==> config.mk <==
export PLATFORM = sky130hd
export DESIGN_NAME = rgbrg_ctrl
export DESIGN_NICKNAME = d
export VERILOG_FILES = /design/src/rtl/rgbrg_pkg.sv /design/src/rtl/rgbrg_ctrl.sv
export SDC_FILE = /design/constraint.sdc
export NUM_CORES = 1
export LEC_CHECK = 0
export BUFFER_PORTS_ARGS = -buffer_cell sky130_fd_sc_hd__buf_2
export CAP_MARGIN = 25
export CORE_MARGIN = 1.5
export CORE_UTILIZATION = 45
export DETAILED_ROUTE_END_ITERATION = 7
export GPL_ROUTABILITY_DRIVEN = 0
export PLACE_DENSITY = 0.74
export SLEW_MARGIN = 15
export SYNTH_ARGS = -nofsm -noshare
export SYNTH_HDL_FRONTEND = slang
export SYNTH_SLANG_ARGS = --single-unit
==> constraint.sdc <==
create_clock -name i_clk -period 1.9 [get_ports i_clk]
set_input_delay 0.38 -clock i_clk [delete_from_list [all_inputs] [get_ports i_clk]]
set_output_delay 0.38 -clock i_clk [all_outputs]
set_load 0.1 [all_outputs]
==> src/rtl/rgbrg_pkg.sv <==
`default_nettype none
package rgbrg_pkg;
    typedef struct packed {
        logic [7:0] red;
        logic [7:0] green;
        logic [7:0] blue;
        logic       last_pixel;
    } t_in_item;

    typedef struct packed {
        logic [63:0] mask_bits;
        logic        last_word;
        logic [12:0] selected_count;
    } t_out_item;

    localparam int CfgIdxW = 3;
    localparam logic [CfgIdxW-1:0] REG_SEED_COL  = 3'd0;
    localparam logic [CfgIdxW-1:0] REG_SEED_ROW  = 3'd1;
    localparam logic [CfgIdxW-1:0] REG_THRESHOLD = 3'd2;
    localparam logic [CfgIdxW-1:0] REG_USED_COLS = 3'd3;
    localparam logic [CfgIdxW-1:0] REG_USED_ROWS = 3'd4;

    // Commands from the controller to the datapath.
    typedef struct packed {
        logic load;       // write accepted pixel
        logic clr_step;   // clear one mark word
        logic seed_rd;    // read seed pixel
        logic seed_init;  // init mean from read data, queue seed
        logic pop_rd;     // pop queue head, read pixel and mark
        logic evaluate;   // test popped pixel, load divider
        logic div_step;   // one divider iteration
        logic mean_upd;   // add quotients to means
        logic nb_step;    // try to queue one neighbor
        logic out_rd;     // read one mask word
        logic out_load;   // load output register
    } t_cmd;

    typedef struct packed {
        logic queue_empty;
        logic clr_done;
        logic pop_skip;   // popped index outside image
        logic joined;
        logic div_done;
        logic nb_done;
        logic out_done;
    } t_status;
endpackage
`default_nettype wire

==> src/rtl/rgbrg_ctrl.sv <==
`default_nettype none
module rgbrg_ctrl (
    input  wire logic              i_clk,
    input  wire logic              i_rst_n,
    input  wire logic              i_in_valid,
    input  wire logic              i_last,
    output logic                   o_in_ready,
    input  wire logic              i_out_free,
    output rgbrg_pkg::t_cmd        o_cmd,
    input  wire rgbrg_pkg::t_status i_sts
);
    typedef enum logic [11:0] {
        S_LOAD  = 12'b000000000001,
        S_CLR   = 12'b000000000010,
        S_SEED  = 12'b000000000100,
        S_SINIT = 12'b000000001000,
        S_POP   = 12'b000000010000,
        S_PRD   = 12'b000000100000,
        S_EVAL  = 12'b000001000000,
        S_DIV   = 12'b000010000000,
        S_UPD   = 12'b000100000000,
        S_NB    = 12'b001000000000,
        S_ORD   = 12'b010000000000,
        S_OUT   = 12'b100000000000
    } t_state;

    t_state r_state, n_state;

    assign o_in_ready = (r_state == S_LOAD);

    // Sequence load, clear, flood and mask output.
    always_comb begin
        n_state = r_state;
        o_cmd = '0;
        unique case (r_state)
            S_LOAD: begin
                if (i_in_valid) begin
                    o_cmd.load = 1'b1;
                    if (i_last) n_state = S_CLR;
                end
            end
            S_CLR: begin
                o_cmd.clr_step = 1'b1;
                if (i_sts.clr_done) n_state = S_SEED;
            end
            S_SEED: begin
                o_cmd.seed_rd = 1'b1;
                n_state = S_SINIT;
            end
            S_SINIT: begin
                o_cmd.seed_init = 1'b1;
                n_state = S_POP;
            end
            // The queue head is fetched here; the pop follows once it is registered.
            S_POP: begin
                if (i_sts.queue_empty) n_state = S_ORD;
                else n_state = S_PRD;
            end
            S_PRD: begin
                o_cmd.pop_rd = 1'b1;
                n_state = S_EVAL;
            end
            S_EVAL: begin
                o_cmd.evaluate = 1'b1;
                if (i_sts.pop_skip || !i_sts.joined) n_state = S_POP;
                else n_state = S_DIV;
            end
            S_DIV: begin
                o_cmd.div_step = 1'b1;
                if (i_sts.div_done) n_state = S_UPD;
            end
            S_UPD: begin
                o_cmd.mean_upd = 1'b1;
                n_state = S_NB;
            end
            S_NB: begin
                o_cmd.nb_step = 1'b1;
                if (i_sts.nb_done) n_state = S_POP;
            end
            S_ORD: begin
                if (i_out_free) begin
                    o_cmd.out_rd = 1'b1;
                    n_state = S_OUT;
                end
            end
            S_OUT: begin
                o_cmd.out_load = 1'b1;
                n_state = i_sts.out_done ? S_LOAD : S_ORD;
            end
            default: n_state = S_LOAD;
        endcase
    end

    always_ff @(posedge i_clk) begin
        if (!i_rst_n) r_state <= S_LOAD;
        else r_state <= n_state;
    end
endmodule
`default_nettype wire

==> results of run 1 <==
through the flow:
step	cells	utilization [%]	area [um^2]	hold WS [ns]
after detailed placement	175	83.1	1420	0.577
after floorplan	102	-	908	0.459
after global placement	175	83.1	1420	0.569
kinds of logic after synthesis:
kind of cell / synth area share, %
and+or+nand+nor: 42.5
AOI/OAI and AO/OA: 17.7
DFF: 29.6
buffers and inverters: 6.93
xor gates and xnor gates: 3.24
synthesized netlist by cell type, types with 2 or more instances:
master	instances
sky130_fd_sc_hd__xor2_1	2
sky130_fd_sc_hd__o21a_1	2
sky130_fd_sc_hd__or3_1	4
sky130_fd_sc_hd__nor2_1	10
sky130_fd_sc_hd__buf_6	2
sky130_fd_sc_hd__o32ai_1	2
sky130_fd_sc_hd__or4_1	3
sky130_fd_sc_hd__dfxtp_1	12
sky130_fd_sc_hd__inv_1	8
sky130_fd_sc_hd__nand4_1	3
sky130_fd_sc_hd__nand3_1	4
sky130_fd_sc_hd__o21ai_0	4
sky130_fd_sc_hd__nor3_1	5
sky130_fd_sc_hd__nand2b_1	3
sky130_fd_sc_hd__or3b_2	2
sky130_fd_sc_hd__a21oi_1	2
sky130_fd_sc_hd__nor4b_1	4
sky130_fd_sc_hd__nand2_1	5
sky130_fd_sc_hd__nor4_1	8
==> results, run 1 <==
- The tool reported: "[ERROR DPL-0038] Utilization greater than 100%, impossible to legalize".
- The horizontal die dimension is 45.5 um.
- At the placement stage, the worst setup path has a slack of -0.174 ns.
- Summed over all nets, the half-perimeter wirelength after detailed placement is 2030 um.
- Once the floorplan was initialized, standard cells occupied 47.5% of the core.
- Counting along the longest clock path gives a buffer depth of 2.
- In this run, post-CTS repair resized a total of 41 instances.
- Input and output buffers added on the ports amount to 23.
- Yosys printed 0 warnings.
- In this run, post-CTS hold repair placed 0 buffers.
- In this run, CTS created clock tree buffers numbering 3.
- The stage at which the flow ended is 4_1_cts.
- The post-CTS setup buffer count is 20.
- The height of the chip is 45.5 um.
- The biggest area contributor in the post-synthesis netlist is sky130_fd_sc_hd__dfxtp_1.
- In this run the number of H-tree levels came out at 1.
- Sequential cells were found to cover 29.6% of the synthesized design area.
- 24 I/O pins were placed.
- The number of distinct library cells after synthesis is 36.
- Of the post-synthesis cell area, the dominant cell type holds 29.6%.
- Counting flops with an async set or reset pin after synthesis yields a share of 0%.
- For this run, the leading register cell type out of synthesis is sky130_fd_sc_hd__dfxtp_1.
- The cell count after synthesis is 102.
- Yosys mapped a number of flops with a built-in enable equal to 0.
- The netlist area before placement is roughly 800 um^2.
- After synthesis, the cell types taking the most area are sky130_fd_sc_hd__dfxtp_1, sky130_fd_sc_hd__nor4_1, sky130_fd_sc_hd__nor2_1.
- CTS saw 12 sinks.
- The flow did not finish.
- The number of nets in the synthesized netlist is 114.
- A synthesized cell averages 7.96 um^2.
- The floorplan has 15 rows.
- Synthesis inferred 12 register bits.
- The tree is rooted in a sky130_fd_sc_hd__clkbuf_4.
==> run 2: changes to the inputs <==
CORE_AREA = 2 2 63 65   (was not set)
CORE_MARGIN = not set   (was 1.5)
CORE_UTILIZATION = not set   (was 45)
DIE_AREA = 0 0 65 67   (was not set)
PLACE_DENSITY = not set   (was 0.74)
PLACE_DENSITY_LB_ADDON = 0.15   (was not set)
clock period = 2.5 ns   (was 1.9 ns; I/O delays follow)
==> run 2 against run 1 <==
  * The flow now finishes without violations
  * Area after synthesis stayed put
  * Synthesized cell count stayed put
==> results, run 2 <==
- Run status: finished clean (was did not finish).
- The cts-stage hold buffer count is 0 (unchanged).
- The initial standard-cell utilization of the core is 22.5% (was 47.5%).
- The number of distinct library cells after synthesis is 36 (unchanged).
- Once detail routing completed, the nets flagged for antenna violations numbered 0.
- The TritonCTS clock tree is done.
- The height of the chip came to 67 um (was 45.5 um).
- The power density over cell area is 632 nW/um^2.
- The max-slew headroom at the worst pin is between 60% and 70%.
- The worst-path maximum fanout is 7.
- The root cell of the clock tree is sky130_fd_sc_hd__clkbuf_8 (was sky130_fd_sc_hd__clkbuf_4).
- The final worst hold slack is 0.441 ns.
- The number of antenna violations at the first check in global routing is 0.
- The leftover overflow at the end of global routing is 0.
- The area growth from synthesis to layout is 65.0%.
- The critical path runs through a total of 4 cells.
- The number of flops mapped to enable cells by yosys was 0 (unchanged).
- On the final layout, the worst clock skew is about 0.0055 ns.
- The final critical-path required period is 2.42 ns.
- The final critical path takes up 96.9% of the cycle.
- The via count of the first global-routing pass is approximately 830.
- The netlist area before placement came to 812 um^2 (unchanged).
- Across the run, the number of max-cap violations was 0.
- In the global route stage, overall resource usage came out at about an eighth.
- The final-report max-slew violation count is 0.
- The dominant register cell in the synthesized netlist is sky130_fd_sc_hd__dfxtp_1 (unchanged).
- The setup slack of the worst register-to-register path is 0.29 ns.
- The clock slew at the register clock pins of the worst setup and hold paths is 0.06 ns.
- The endpoint arrival time on the critical path is 1.92 ns.
- The cell count after placement was 179 (was 175).
- In the final layout, the registers with the most flip-flops are r_state: 12 flops.
- The total power is 847 uW.
- Cell types occupying the most area after synthesis: sky130_fd_sc_hd__dfxtp_1, sky130_fd_sc_hd__nor4_1, sky130_fd_sc_hd__nor2_1 (unchanged).
- The number of I/O pins was 24 (unchanged).
- 0 antenna diodes ended up in the layout.
- The first global-routing pass estimated 4030 um of wire.
- The register area share after synthesis is 29.6% (unchanged).
- Traced cell by cell, the critical path runs through or4_4 > or3_4 > nor2_4 > buf_12.
- The maximum number of pins on one net before global-route repair is 10.
- The H-tree depth reported by CTS was 1 (unchanged).
- In this design, the stage delay of the slowest critical-path cell is 0.56 ns.
- The clock sink count is 12 (unchanged).
- For this run, design rule violations remaining after detail routing come to 0.
- The horizontal die dimension is 65 um (was 45.5 um).
- The most repeated cell in the gate-level netlist after synthesis is sky130_fd_sc_hd__dfxtp_1 (unchanged).
- The final layout contains routed wiring with a total length of 2510 um.
- The category of the worst setup path capture point is an output port.
- The final setup violation count is 0.
- The critical path startpoint is r_state[1].
- The die covers 4360 um^2.
- The total vias in the final route is about 930.
- The total number of placement rows is 22 (was 15).
- The source of the worst register-to-register timing path is r_state[1].
- The area share of the largest cell type after synthesis is 29.6% (unchanged).
- Counting both buffers and inverters, the worst setup path holds a total of 1.
- The async set or reset register ratio after synthesis is 0% (unchanged).
- The largest area contributor in the netlist is sky130_fd_sc_hd__dfxtp_1 (unchanged).
- The average footprint of a synthesized cell is 7.96 um^2 (unchanged).
- The termination of the worst setup path is o_cmd[4].
- The final non-filler cell total is ~180.
- Most frequent cells after synthesis: sky130_fd_sc_hd__dfxtp_1, sky130_fd_sc_hd__nor2_1, sky130_fd_sc_hd__inv_1, sky130_fd_sc_hd__nor4_1 (unchanged).
- In this run the critical register-to-register path is captured at r_state[4].
- The library cells used most frequently in the layout, excluding fill and tap cells, are sky130_fd_sc_hd__buf_12, sky130_fd_sc_hd__dfxtp_1, sky130_fd_sc_hd__buf_2, sky130_fd_sc_hd__buf_4, sky130_fd_sc_hd__inv_1.
- The final HPWL from detailed placement is 2020 um (was 2030 um).
- The register with the most flip-flops in the layout has 12 of them.
- The flip-flop and latch count after synthesis is 12 (unchanged).
- The critical path in this run is classified as flop to output port.
- The number of cells on the worst reg-to-reg path is 5.
- Based on the critical path, the design can be clocked at up to about 410 MHz.
- The post-CTS setup buffer count is 0 (was 20).
- The transition time at the pin with the least slew margin is 0.493 ns.
- Setup repair after global routing left no endpoint under its margin.
- The number of vias per cell after detailed routing is 5.05.
- For this design the static power due to leakage is 0.000504 uW.
- The kind of cell with the highest combined delay along the critical path is simple AND/OR/NAND/NOR gates.
- The number of buffers created by CTS is 3 (unchanged).
- In this run the standard cell core region covers about 3600 um^2.
- The number of nets in the finished design is approximately 150.
- The register containing the most flip-flops in the final layout is r_state.
- STA puts the critical path data required time at approximately 2.0 ns.
- The slowest stage of the critical path is the sky130_fd_sc_hd__or4_4 cell.
- The number of hold-slack violations in the final timing report is 0.
- The number of I/O port buffers was 23 (unchanged).
- The cell count after synthesis came to 102 (unchanged).
- The number of warning messages in the yosys log is 0 (unchanged).
- VDD sags by at most 0.000227 V.
- The clock insertion delay at the later pin of the skew report is 0.24 ns.
- The net count after synthesis is 114 (unchanged).
- The number of violations reported at the end of detailed-routing iteration 0 is 18.
- For this run, the detailed router's first-pass iteration total came to 4.
- The tightest min-delay check is of the primary input to flop type.
- STA classifies the critical path startpoint as a flop.
- Dividing the detail-routed wire length by the instance count gives ~14 um.
- The deepest clock path buffer count is 2 (unchanged).
- The share of layout cells above drive strength 1 is 40.0%.
- For the final routed database, the setup TNS stands at 0 ns.
[run 2: cell counts after synthesis]
Identical to the previous run, type by type.
[run 2: worst reg2reg max path: cells and delay by family (launching register included)]
| family | cells | cell delay (ns) |
|---|---|---|
| and+or+nand+nor | 3 | 1.11 |
| AOI/OAI and AO/OA | 1 | 0.44 |
| DFF | 1 | 0.36 |
| buffers and inverters | 1 | 0.18 |
[run 2: cell families after synthesis]
family	after synthesis	share of synthesized area (%)
DFF	12	29.6
and+or+nand+nor	58	42.5
buffers and inverters	11	6.93
xor gates and xnor gates	3	3.24
AOI/OAI and AO/OA	18	17.7
[run 2: cell type report]
cell class	count	area, um^2
flip-flops and latches	12	240
multi-input cells	79	588
fillers	357	2270
inverters	8	33.8
repair buffers	32	363
clock buffers	4	55.1
well taps	48	60.1
[run 2: power breakdown]
group	total [uW]	internal (uW)	leakage, uW	switching, uW
sequential	221	203	0.0000971	17.7
combinational	409	157	0.000378	252
clock	218	139	0.0000288	78.4
total	847	499	0.000504	348
[run 2: metrics by stage]
step / setup WS [ns] / util, % / cell area [um^2]
2_1_floorplan: -0.0658 / - / 876
4_1_cts: 0.0203 / 37.0 / 1330
3_3_place_gp: 0.213 / 35.3 / 1270
3_5_place_dp: 0.176 / 35.3 / 1270
6_report: 0.0766 / 37.2 / 1340
5_1_grt: 0.0257 / 37.2 / 1340
[run 2: per-layer routing]
metal | track usage [%] | share of wire, % | vias up | wire [um]
met5 | 0 | 0 | - | 0
met4 | 5.85 | 2.5 | 0 | 63
met3 | 1.35 | 3.0 | 6 | 75
met2 | 20.9 | 50 | 25 | 1260
met1 | 14.8 | 44 | 435 | 1120
li1 | - | - | 459 | -
[run 2: worst min-delay path by stage]
| stage | from | to | slack, ns | cells past startpoint |
|---|---|---|---|---|
| final | i_sts[6] | r_state[5] | 0.44 | 2 |
| after global routing | i_sts[6] | r_state[5] | 0.45 | 2 |
| after CTS | i_sts[6] | r_state[5] | 0.44 | 2 |
| after detailed placement | r_state[10] | r_state[9] | 0.60 | 1 |
| after global placement | r_state[10] | r_state[9] | 0.59 | 1 |
| after floorplan | r_state[4] | r_state[5] | 0.56 | 2 |
[run 2: timing repair]
action                     CTS  global route
gates resized for setup      1             2
setup endpoints to repair    2             3
pin swaps                    0             1
Power figures use the tool's default switching activity.
